File: src/sv/lstm2d_pkg.sv
// Shared types, constants and activation functions of the 2-D LSTM cell datapath.
package lstm2d_pkg;

  localparam int DATA_W = 16;   // Q4.12 data width
  localparam int GATE_W = 13;   // gate value, unsigned Q12 in [0, 4096]
  localparam int TANH_W = 14;   // tanh value, signed Q12 in [-4096, 4096]
  localparam int HID_W  = 14;   // hidden output width
  localparam int PROD_W = 30;   // gate times cell value, Q24
  localparam int SUM_W  = 32;   // three products plus rounding offset
  localparam int HPROD_W = 26;  // gate times tanh, Q24
  localparam int HSUM_W = 28;
  localparam int FRAC_W = 12;

  typedef logic [GATE_W-1:0]        gate_t;
  typedef logic signed [TANH_W-1:0] tanh_t;
  typedef logic signed [DATA_W-1:0] data_t;

  typedef struct packed {
    gate_t ig;
    gate_t fg;
    gate_t og;
    gate_t rg;
    tanh_t cg;
  } act_t;

  localparam gate_t Q_ONE     = 13'd4096;
  localparam tanh_t TANH_OFS  = 14'sd4096;
  localparam logic [16:0] SIG_SAT_TH = 17'd20480;  // |x| >= 5.0
  localparam logic [16:0] SIG_MID_TH = 17'd9728;   // |x| >= 2.375
  localparam logic [16:0] SIG_LOW_TH = 17'd4096;   // |x| >= 1.0
  localparam gate_t SIG_MID_OFS = 13'd3456;
  localparam gate_t SIG_LOW_OFS = 13'd2560;
  localparam gate_t SIG_CTR_OFS = 13'd2048;

  localparam logic signed [SUM_W-1:0]  RND_SUM = 32'sd2048;
  localparam logic signed [HSUM_W-1:0] RND_HID = 28'sd2048;
  localparam logic signed [SUM_W-1:0]  CELL_MAX = 32'sd32767;
  localparam logic signed [SUM_W-1:0]  CELL_MIN = -32'sd32768;

  // Piecewise-linear sigmoid on a 17-bit signed Q12 argument.
  function automatic gate_t plan_sigmoid(input logic signed [16:0] x);
    logic [16:0] a;
    gate_t       y;
    a = x[16] ? 17'(-x) : 17'(x);
    if (a >= SIG_SAT_TH) begin
      y = Q_ONE;
    end else if (a >= SIG_MID_TH) begin
      y = gate_t'(a >> 5) + SIG_MID_OFS;
    end else if (a >= SIG_LOW_TH) begin
      y = gate_t'(a >> 3) + SIG_LOW_OFS;
    end else begin
      y = gate_t'(a >> 2) + SIG_CTR_OFS;
    end
    return x[16] ? (Q_ONE - y) : y;
  endfunction

  // tanh(x) = 2*sigmoid(2x) - 1, 2x kept at full width.
  function automatic tanh_t plan_tanh(input data_t x);
    logic signed [16:0] x2;
    gate_t              s;
    x2 = {x, 1'b0};
    s  = plan_sigmoid(x2);
    return tanh_t'({s, 1'b0}) - TANH_OFS;
  endfunction

endpackage

File: src/sv/lstm2d_act.sv
// Gate activations: four sigmoids, candidate tanh and continuation masking.
module lstm2d_act (
  input  lstm2d_pkg::data_t pre_input_gate,
  input  lstm2d_pkg::data_t pre_forget_gate,
  input  lstm2d_pkg::data_t pre_output_gate,
  input  lstm2d_pkg::data_t pre_candidate,
  input  lstm2d_pkg::data_t pre_row_gate,
  input  logic              keep_left,
  input  logic              keep_above,
  output lstm2d_pkg::act_t  act
);
  import lstm2d_pkg::*;

  always_comb begin
    act.ig = plan_sigmoid(17'(pre_input_gate));
    act.og = plan_sigmoid(17'(pre_output_gate));
    act.cg = plan_tanh(pre_candidate);
    // broken chains drop the predecessor's contribution
    act.fg = keep_left  ? plan_sigmoid(17'(pre_forget_gate)) : '0;
    act.rg = keep_above ? plan_sigmoid(17'(pre_row_gate))    : '0;
  end

endmodule

File: src/sv/lstm2d_pkg_unused_guard.sv
// Input register stage of the cell: captures activated gates and cell operands.
module lstm2d_in_stage (
  input  logic              clk,
  input  logic              rst_n,
  input  logic              load,
  input  logic              valid_in,
  input  lstm2d_pkg::act_t  act_in,
  input  lstm2d_pkg::data_t cell_left,
  input  lstm2d_pkg::data_t cell_above,
  output logic              valid_r,
  output lstm2d_pkg::act_t  act_r,
  output lstm2d_pkg::data_t cl_r,
  output lstm2d_pkg::data_t ca_r
);
  import lstm2d_pkg::*;

  always_ff @(posedge clk) begin
    if (!rst_n) begin
      valid_r <= 1'b0;
    end else if (load) begin
      valid_r <= valid_in;
    end
  end

  always_ff @(posedge clk) begin
    if (load) begin
      act_r <= act_in;
      cl_r  <= cell_left;
      ca_r  <= cell_above;
    end
  end

endmodule

File: src/sv/lstm_2d_cell_forward.sv
// Top level of the two-dimensional LSTM cell forward datapath.
//
// Pointwise 2-D LSTM cell, one hidden-unit element per transaction. Gate
// pre-activations go through piecewise-linear sigmoid/tanh, the new cell is
// f*cell_left + i*g + r*cell_above rounded half up and saturated to Q4.12, and
// the hidden output is o*tanh(cell). keep_left = 0 zeroes the forget gate,
// keep_above = 0 zeroes the row gate. The datapath is a six-stage pipeline:
// activations, three gate products, sum/round/saturate, tanh of the cell,
// output-gate product, round into the output register. A new transaction can
// be accepted every cycle while in_stall is low; out_valid rises once it has
// passed through every stage into the output register.
// Each stage carries its own valid bit and loads whenever it is empty or the
// next stage can take its contents, so bubbles collapse and a stalled output
// holds while earlier stages keep filling. in_stall rises only when all six
// stages hold transactions and out_stall is high.
module lstm_2d_cell_forward (
  input  logic                     clk,
  input  logic                     rst_n,
  input  logic                     in_valid,
  output logic                     in_stall,
  input  lstm2d_pkg::data_t        in_pre_input_gate,
  input  lstm2d_pkg::data_t        in_pre_forget_gate,
  input  lstm2d_pkg::data_t        in_pre_output_gate,
  input  lstm2d_pkg::data_t        in_pre_candidate,
  input  lstm2d_pkg::data_t        in_pre_row_gate,
  input  lstm2d_pkg::data_t        in_cell_left,
  input  lstm2d_pkg::data_t        in_cell_above,
  input  logic                     in_keep_left,
  input  logic                     in_keep_above,
  output logic                     out_valid,
  input  logic                     out_stall,
  output lstm2d_pkg::data_t        out_cell_out,
  output logic signed [lstm2d_pkg::HID_W-1:0] out_hidden_out
);
  import lstm2d_pkg::*;

  localparam int NSTG = 6;

  // per-stage valid bits, index 0 is the first stage
  logic [NSTG-1:0] vld;
  logic [NSTG-1:0] rdy;
  logic [NSTG-1:1] vld_r;

  // ready chain: a stage loads when empty or when its successor loads
  always_comb begin
    rdy[NSTG-1] = !vld[NSTG-1] || !out_stall;
    for (int k = NSTG-2; k >= 0; k--) begin
      rdy[k] = !vld[k] || rdy[k+1];
    end
  end

  assign in_stall = !rdy[0];

  // ---- stage 1: activations (registered in the input stage module)
  act_t  act_c;
  act_t  act_r;
  data_t cl_r;
  data_t ca_r;

  lstm2d_act u_act (
    .pre_input_gate  (in_pre_input_gate),
    .pre_forget_gate (in_pre_forget_gate),
    .pre_output_gate (in_pre_output_gate),
    .pre_candidate   (in_pre_candidate),
    .pre_row_gate    (in_pre_row_gate),
    .keep_left       (in_keep_left),
    .keep_above      (in_keep_above),
    .act             (act_c)
  );

  lstm2d_in_stage u_in_stage (
    .clk        (clk),
    .rst_n      (rst_n),
    .load       (rdy[0]),
    .valid_in   (in_valid),
    .act_in     (act_c),
    .cell_left  (in_cell_left),
    .cell_above (in_cell_above),
    .valid_r    (vld[0]),
    .act_r      (act_r),
    .cl_r       (cl_r),
    .ca_r       (ca_r)
  );

  // valid bits of the later stages
  assign vld[NSTG-1:1] = vld_r;

  always_ff @(posedge clk) begin
    if (!rst_n) begin
      vld_r <= '0;
    end else begin
      for (int k = 1; k < NSTG; k++) begin
        if (rdy[k]) begin
          vld_r[k] <= vld[k-1];
        end
      end
    end
  end

  // ---- stage 2: three gate products, Q24
  logic signed [PROD_W-1:0] pf_r, pi_r, pr_r;
  logic signed [PROD_W-1:0] pf_nxt, pi_nxt, pr_nxt;
  gate_t og2_r;

  always_comb begin
    pf_nxt = PROD_W'($signed({1'b0, act_r.fg})) * PROD_W'(cl_r);
    pi_nxt = PROD_W'($signed({1'b0, act_r.ig})) * PROD_W'(act_r.cg);
    pr_nxt = PROD_W'($signed({1'b0, act_r.rg})) * PROD_W'(ca_r);
  end

  always_ff @(posedge clk) begin
    if (rdy[1]) begin
      pf_r  <= pf_nxt;
      pi_r  <= pi_nxt;
      pr_r  <= pr_nxt;
      og2_r <= act_r.og;
    end
  end

  // ---- stage 3: exact sum, round half up to Q12, saturate
  logic signed [SUM_W-1:0] sum_c;
  logic signed [SUM_W-1:0] rnd_c;
  data_t c_nxt;
  data_t c3_r;
  gate_t og3_r;

  always_comb begin
    sum_c = SUM_W'(pf_r) + SUM_W'(pi_r) + SUM_W'(pr_r) + RND_SUM;
    rnd_c = sum_c >>> FRAC_W;   // arithmetic shift is floor
    if (rnd_c > CELL_MAX) begin
      c_nxt = data_t'(CELL_MAX);
    end else if (rnd_c < CELL_MIN) begin
      c_nxt = data_t'(CELL_MIN);
    end else begin
      c_nxt = data_t'(rnd_c);
    end
  end

  always_ff @(posedge clk) begin
    if (rdy[2]) begin
      c3_r  <= c_nxt;
      og3_r <= og2_r;
    end
  end

  // ---- stage 4: tanh of the new cell
  tanh_t tc4_r;
  data_t c4_r;
  gate_t og4_r;

  always_ff @(posedge clk) begin
    if (rdy[3]) begin
      tc4_r <= plan_tanh(c3_r);
      c4_r  <= c3_r;
      og4_r <= og3_r;
    end
  end

  // ---- stage 5: output gate product, Q24
  logic signed [HPROD_W-1:0] hp5_r;
  logic signed [HPROD_W-1:0] hp_nxt;
  data_t c5_r;

  assign hp_nxt = HPROD_W'($signed({1'b0, og4_r})) * HPROD_W'(tc4_r);

  always_ff @(posedge clk) begin
    if (rdy[4]) begin
      hp5_r <= hp_nxt;
      c5_r  <= c4_r;
    end
  end

  // ---- stage 6: round hidden value into the output register
  logic signed [HSUM_W-1:0]  hsum_c;
  logic signed [HID_W-1:0]   hid_nxt;
  data_t                     cell_out_r;
  logic signed [HID_W-1:0]   hid_out_r;

  always_comb begin
    hsum_c  = HSUM_W'(hp5_r) + RND_HID;
    hid_nxt = HID_W'(hsum_c >>> FRAC_W);
  end

  always_ff @(posedge clk) begin
    if (rdy[5]) begin
      cell_out_r <= c5_r;
      hid_out_r  <= hid_nxt;
    end
  end

  assign out_valid      = vld[NSTG-1];
  assign out_cell_out   = cell_out_r;
  assign out_hidden_out = hid_out_r;

  // ---- checks
  // input side can only back up when the whole pipe is full
  a_stall_full: assert property (@(posedge clk) disable iff (!rst_n)
    in_stall |-> (&vld))
    else $error("in_stall with an empty pipeline stage");

  // gates stay within [0, 1]
  a_gate_range: assert property (@(posedge clk) disable iff (!rst_n)
    vld[0] |-> (act_r.ig <= Q_ONE && act_r.fg <= Q_ONE &&
                act_r.og <= Q_ONE && act_r.rg <= Q_ONE))
    else $error("gate value out of range");

  // tanh of the cell stays within [-1, 1]
  a_tanh_range: assert property (@(posedge clk) disable iff (!rst_n)
    vld[3] |-> (tc4_r <= TANH_OFS && tc4_r >= -TANH_OFS))
    else $error("cell tanh out of range");

  // hidden output bounded by one in magnitude
  a_hid_range: assert property (@(posedge clk) disable iff (!rst_n)
    out_valid |-> (out_hidden_out <= 14'sd4096 && out_hidden_out >= -14'sd4096))
    else $error("hidden output out of range");

endmodule
File: config.mk
export PLATFORM = sky130hd
export DESIGN_NAME = lstm_2d_cell_forward
export DESIGN_NICKNAME = d
export VERILOG_FILES = /design/src/sv/lstm2d_pkg.sv /design/src/sv/lstm2d_act.sv /design/src/sv/lstm2d_pkg_unused_guard.sv /design/src/sv/lstm_2d_cell_forward.sv
export SDC_FILE = /design/constraint.sdc
export NUM_CORES = 2
export LEC_CHECK = 0
export BUFFER_PORTS_ARGS = -buffer_cell sky130_fd_sc_hd__buf_2
export CAP_MARGIN = 10
export CORE_ASPECT_RATIO = 1.4
export CORE_MARGIN = 8
export CORE_UTILIZATION = 60
export DETAILED_ROUTE_END_ITERATION = 10
export GPL_ROUTABILITY_DRIVEN = 0
export PLACE_DENSITY = 0.77
export SLEW_MARGIN = 40
export SYNTH_ARGS = -nofsm -noshare
export SYNTH_HDL_FRONTEND = slang
export SYNTH_HIERARCHICAL = 1
export SYNTH_SLANG_ARGS = --single-unit
File: constraint.sdc
create_clock -name clk -period 13.4 [get_ports clk]
set_input_delay 1.34 -clock clk [delete_from_list [all_inputs] [get_ports clk]]
set_output_delay 1.34 -clock clk [all_outputs]
set_load 0.005 [all_outputs]
-- Yosys cells after proc, flatten, opt, wreduce, memory -nomap -nowiden
Index checks and enable logic that the tools add are counted.
- logic and storage cells: 132
- output and inout bits: 32
- bits of input ports: 118
- bits in registers: 349
- multiplexer cells: 32
- reductions and logical operators: 14
- $lt $le $gt $ge: 20
- multiply operators: 4
- add/subtract/negate cells: 36
- operators by type and width (operator ; number):
    2-to-1 mux 13 bit ; 25
    adder 13 x 12 -> 13 bit, second input constant ; 12
    greater-or-equal comparator 17 x 13 -> 1 bit, second input constant ; 6
    greater-or-equal comparator 17 x 14 -> 1 bit, second input constant ; 6
    greater-or-equal comparator 17 x 15 -> 1 bit, second input constant ; 6
    2-to-1 mux 17 bit ; 6
    adder 12 x 12 -> 13 bit, second input constant ; 6
    subtractor 13 bit, first input constant ; 6
    negation 16 -> 17 bit ; 4
    multiplier 14 x 16 -> 30 bit ; 2
    negation 17 bit ; 2
    adder 31 x 30 -> 32 bit ; 1
    adder 32 x 13 -> 32 bit, second input constant ; 1
    adder 30 x 28 -> 31 bit ; 1
    multiplier 14 x 14 -> 28 bit ; 1
    subtractor 14 bit, second input constant ; 2
    adder 26 x 13 -> 26 bit, second input constant ; 1
    multiplier 14 x 14 -> 26 bit ; 1
    greater-than comparator 20 x 16 -> 1 bit, second input constant ; 1
    less-than comparator 20 x 16 -> 1 bit, second input constant ; 1
    2-to-1 mux 16 bit ; 1
    logical NOT 1 bit ; 8
    logical OR 1 bit ; 6

-- Depth between registers and ports, before layout
- depth after elaboration: 10
- depth in mapped cells: 26
- gate-level depth less buffers: 25

-- Modules after synthesis
Netlist, hierarchy kept.
- modules (own cells, without submodules) (module ; area an instance (um2) ; sequential area each (um2) ; times used ; cells each):
    lstm_2d_cell_forward ; 38963.6 ; 7096.8 ; 1 ; 3915
    lstm2d_act ; 7448.4 ; 0.0 ; 1 ; 1120
    lstm2d_in_stage ; 2979.1 ; 2962.8 ; 1 ; 101

-- Worst setup path before layout
No wires, ideal clock.
- path kind: reg-to-reg
- start point: register, netlist name u_in_stage/act_r[42]
- end point: register pf_r[23] (data pin)
- period minus slack after synthesis: 6.466 ns
- slack: 6.934 ns
- data arrival time: 6.308 ns
- buffers on the path: 1
- library setup time: 0.158 ns
- required time: 13.242 ns
- cell stages (with the launch flop): 24
- cell sequence: edfxtp_1 -> clkbuf_1 -> and2_1 -> fa_1 -> inv_1 -> fa_1 -> inv_1 -> fa_1 -> inv_1 -> fa_1 -> inv_1 -> fa_1 -> inv_1 -> fa_1 -> inv_1 -> ha_1 -> a21oi_1 -> o21ai_0 -> a211oi_1 -> o2bb2ai_1 -> o22ai_1 -> o41ai_1 -> or4b_2 -> o211ai_1
- longest elaborated chain between the ends: 1
- ends and longest elaborated chain (item ; line ; text):
    multiplier 14 x 16 -> 30 bit ; lstm_2d_cell_forward.sv:106 ; pf_nxt = PROD_W'($signed({1'b0, act_r.fg})) * PROD_W'(cl_r);
    named net pf_nxt[23] ; lstm_2d_cell_forward.sv:102 ; logic signed [PROD_W-1:0] pf_nxt, pi_nxt, pr_nxt;
    end signal, assigned ; lstm_2d_cell_forward.sv:113 ; pf_r <= pf_nxt;
    end, declared ; lstm_2d_cell_forward.sv:101 ; logic signed [PROD_W-1:0] pf_r, pi_r, pr_r;
The timed path passes the listed nets, and every way through them passes these cells.
A chain may end at the register's enable or synchronous reset.

-- Worst setup path in the final report
- start point: register u_in_stage.cl_r[7]
- end point: register pf_r[23] (data pin)
- longest elaborated chain between the ends: 1
- ends and longest elaborated chain (item ; line ; text):
    start, declared ; lstm2d_pkg_unused_guard.sv:12 ; output lstm2d_pkg::data_t cl_r,
    start signal, assigned ; lstm2d_pkg_unused_guard.sv:28 ; cl_r <= cell_left;
    multiplier 14 x 16 -> 30 bit ; lstm_2d_cell_forward.sv:106 ;
    named net pf_nxt[23] ; lstm_2d_cell_forward.sv:102 ;
The timed path passes the listed nets, and every way through them passes these cells.

==> out/metrics.yaml <==
status: "completed"
antenna_found_initial: 0
std_cell_rows: 124
cts.sinks: 337
min-delay-start: "c4_r[14]"
synth_fa_ha_area_share_pct: 39.0
area.growth.synth_to_final_pct: 5.51
cts.repair.resized: 0
route.detailed.wl_per_inst_um: 17.2
layout.nets: 6386
finalHoldViolCount: 0
drt_first_pass_iters: 5
timing.clock.skew_ns: 0.0403
r2r_end: "pf_r[23]"
maxCapViolations: 0
ys_seq_area_share_pct: 20.4
hold_depth: 0
main_combinational_cell_family_by_area_after_synthesis: "adder cells"
vias_per_cell: 5.73
ys.warnings.count: 6
reg2reg_from: "u_in_stage/cl_r[7]"
routed-via-count: 35700
crit_path_top_delay_cell: "or4b_2"
overflow: 0
critPathMaxFanout: 13
required_time_at_the_worst_slack_endpoint_ns: 13.84
first_global_vias: 37900
syn_nets: 6384
drive_above_1_share_pct: 6.37
clk-insertion-delay-late_ns: 0.60
drv_slew: 0
yosys.cell_types.count: 122
place.port_buffers: 149
crit_path_start_kind: "flip-flop"
cp_slowest_stage_delay_ns: 0.63
routed_wl_um: 107000
critical_path_end_type: "flip-flop"
ratio_of_final_minimum_period_to_clock_period_pct: 53.0
worst-slew-pin-transition_ns: 0.852
crit_arrival_ns: 7.54
dominantRegCellSynth: "edfxtp_1"
grt_first_pass_wirelength_um: 182000
min_path_type: "flip-flop to flip-flop"
final.fill_count: 6648
cts-buffers-inserted: 38
drt_first_iter_violations: 1908
synthSimpleGateAreaFrac_pct: 15.6
crit_family: "adder cells"
cts_max_level: 2
reg2regPathDepth: 22
route.detailed.drc: 0
hpwl_um: 87000
cts_buffer_depth: 3
layout.cells.most_common: "inv_1"
syn_area_per_cell_um2: 9.62
synthArstFlopShare_pct: 0
timing.reg2reg.setup_slack_ns: 6.29
post_synth_instance_area_mm2: 0.0494
ys_seq_elements: 337
criticalPathCategory: "flip-flop to flip-flop"
achievable-frequency_mhz: 141
worst-path-buf-inv: 6
final.setup.tns_ns: 0
postCtsSetupRepairBufs: 0
floorplan.die_area_mm2: 0.0919
synth_enable_flop_cells: 331
timing.final.crit_period_ns: 7.11
complex_gate_fraction_of_the_synthesized_area_pct: 10.4
die_height_um: 355
core-area_mm2: 0.0816
crit_chain: "and2_1 -> fa_1 -> inv_1 -> fa_1 -> inv_1 -> fa_1 -> inv_1 -> fa_1 -> inv_1 -> fa_1 -> inv_1 -> fa_1 -> inv_1 -> ha_1 -> a21oi_1 -> o21ai_0 -> a211oi_1 -> o2bb2ai_1 -> o22ai_1 -> o41ai_1 -> or4b_2 -> o211ai_1"
clock_tree_from_tritoncts: "yes"
cts_hold_repair.buffers: 0
timing.final.setup_violations: 0
floorplan.initialDensity_pct: 60.5
yosys.area_share.xor_xnor_pct: 4.89
cts.root.buffer_cell: "clkbuf_16"
track_usage_pct: 23.8
timing.hold.worst_endpoint: "c5_r[14]"
cts.clk_slew.worst_paths_ns: 0.06
number_of_antenna_cells_inserted: 0
yosys-mux-area-fraction_pct: 0.887
design.portCount: 150
grt_max_degree: 70
most-common-layout-cells: "932 x inv_1, 683 x fa_1, 530 x nand2_1"
slew_headroom_pct: 42.7
syn_inst: 5136
grt_setup_unrepaired: "false"
antenna_violating_nets_post_route: 0
floorplan.die.width_um: 258
-- flip-flops by register name, summed over array words and instances, names as in the netlist --
name                cells
og3_r                  13
pf_r                   30
og4_r                  13
tc4_r                  13
u_in_stage/cl_r        16
og2_r                  13
vld_r                   5
hp5_r                  15
pi_r                   28
c5_r                   16
out_hidden_out         14
u_in_stage/valid_r      1
u_in_stage/act_r       66
c3_r                   16
c4_r                   16
u_in_stage/ca_r        16
out_cell_out           16
pr_r                   30
-- worst max path at each step --
stage / startpoint / to / slack [ns] / depth (start not counted)
2_1_floorplan: u_in_stage/act_r[42] / pf_r[23] / 6.93 / 23
3_3_place_gp: u_in_stage/cl_r[7] / pf_r[23] / 6.55 / 22
3_5_place_dp: u_in_stage/cl_r[7] / pf_r[23] / 6.40 / 22
4_1_cts: u_in_stage/cl_r[7] / pf_r[23] / 6.38 / 22
5_1_grt: u_in_stage/cl_r[7] / pf_r[23] / 5.84 / 22
6_report: u_in_stage/cl_r[7] / pf_r[23] / 6.29 / 22
-- kinds of logic after synthesis --
group / Yosys count
compound gates: 718
xor+xnor: 274
fa+ha+maj: 1130
buf+inv: 1136
flops: 337
mux: 43
other cells: 1
simple gates: 1497
-- routing by layer --
metal | part of all wire [%] | vias up | track usage [%]
met1 | 38 | 17700 | 27.5
met3 | 4.4 | 266 | 2.65
li1 | - | 16800 | -
met4 | 3.6 | 0 | 8.56
met5 | 0 | - | 0
met2 | 54 | 1001 | 44.8
-- per-stage QoR --
step / utilization [%] / worst slack, ns / hold slack, ns / std cells / area, um^2
final: 63.9 / 6.29 / 0.418 / 6236 / 52100
after global routing: 63.9 / 5.84 / 0.422 / 6236 / 52100
after CTS: 63.8 / 6.38 / 0.419 / 6236 / 52100
after detailed placement: 62.3 / 6.40 / 0.405 / 6169 / 50800
after global placement: 62.2 / 6.55 / 0.401 / 6169 / 50700
after floorplan: - / 6.93 / 0.400 / 5136 / 49400
-- synthesized netlist by cell type (8+ instances only) --
master     count  area share [%]
nand4b_1       8            0.14
a211o_1       10            0.18
o41ai_1       19            0.34
o21a_1        21            0.32
xnor2_1      176             3.1
nor2_1       160             1.2
or2_2         19            0.24
and2_1       399             5.1
a21o_1        53            0.81
nor2b_1       45            0.57
and3_1        25            0.32
nor4_1        17            0.22
o21ai_1       11            0.11
nand2b_1      38            0.48
nand4_1       21            0.27
o211ai_1      29            0.44
xor2_1        96             1.7
nand3_1       64            0.65
nor3b_1       10            0.15
edfxtp_1     331              20
ha_1         447              11
a31oi_1       35            0.44
o21ai_0      127             1.3
a211oi_1      36            0.55
clkbuf_1     173             1.3
or4_1         18            0.27
nand2_1      534             4.1
inv_1        934             7.1
o31a_1         8            0.14
or3_1         36            0.46
fa_1         683              28
o21bai_1      20            0.30
nor3_1        58            0.59
buf_2          8           0.081
mux2i_1       37            0.75
a41oi_1        9            0.16
o2111ai_1     13            0.23
o31ai_1       36            0.55
a21oi_1      152             1.5
-- cell type report --
class                      instances  area, um^2  area share [%]
clock inverter                    25         313           0.600
tap                             1071        1340            2.57
multi-input combinational       3663       35100            67.3
inverter                         942        3540            6.79
clock buffer                      42         966            1.85
timing repair buffer             156         806            1.55
sequential                       337       10100            19.3
Power is left out: the tool's default activity adds up to more than one toggle a clock period on the data nets, which glitch-free logic cannot reach.
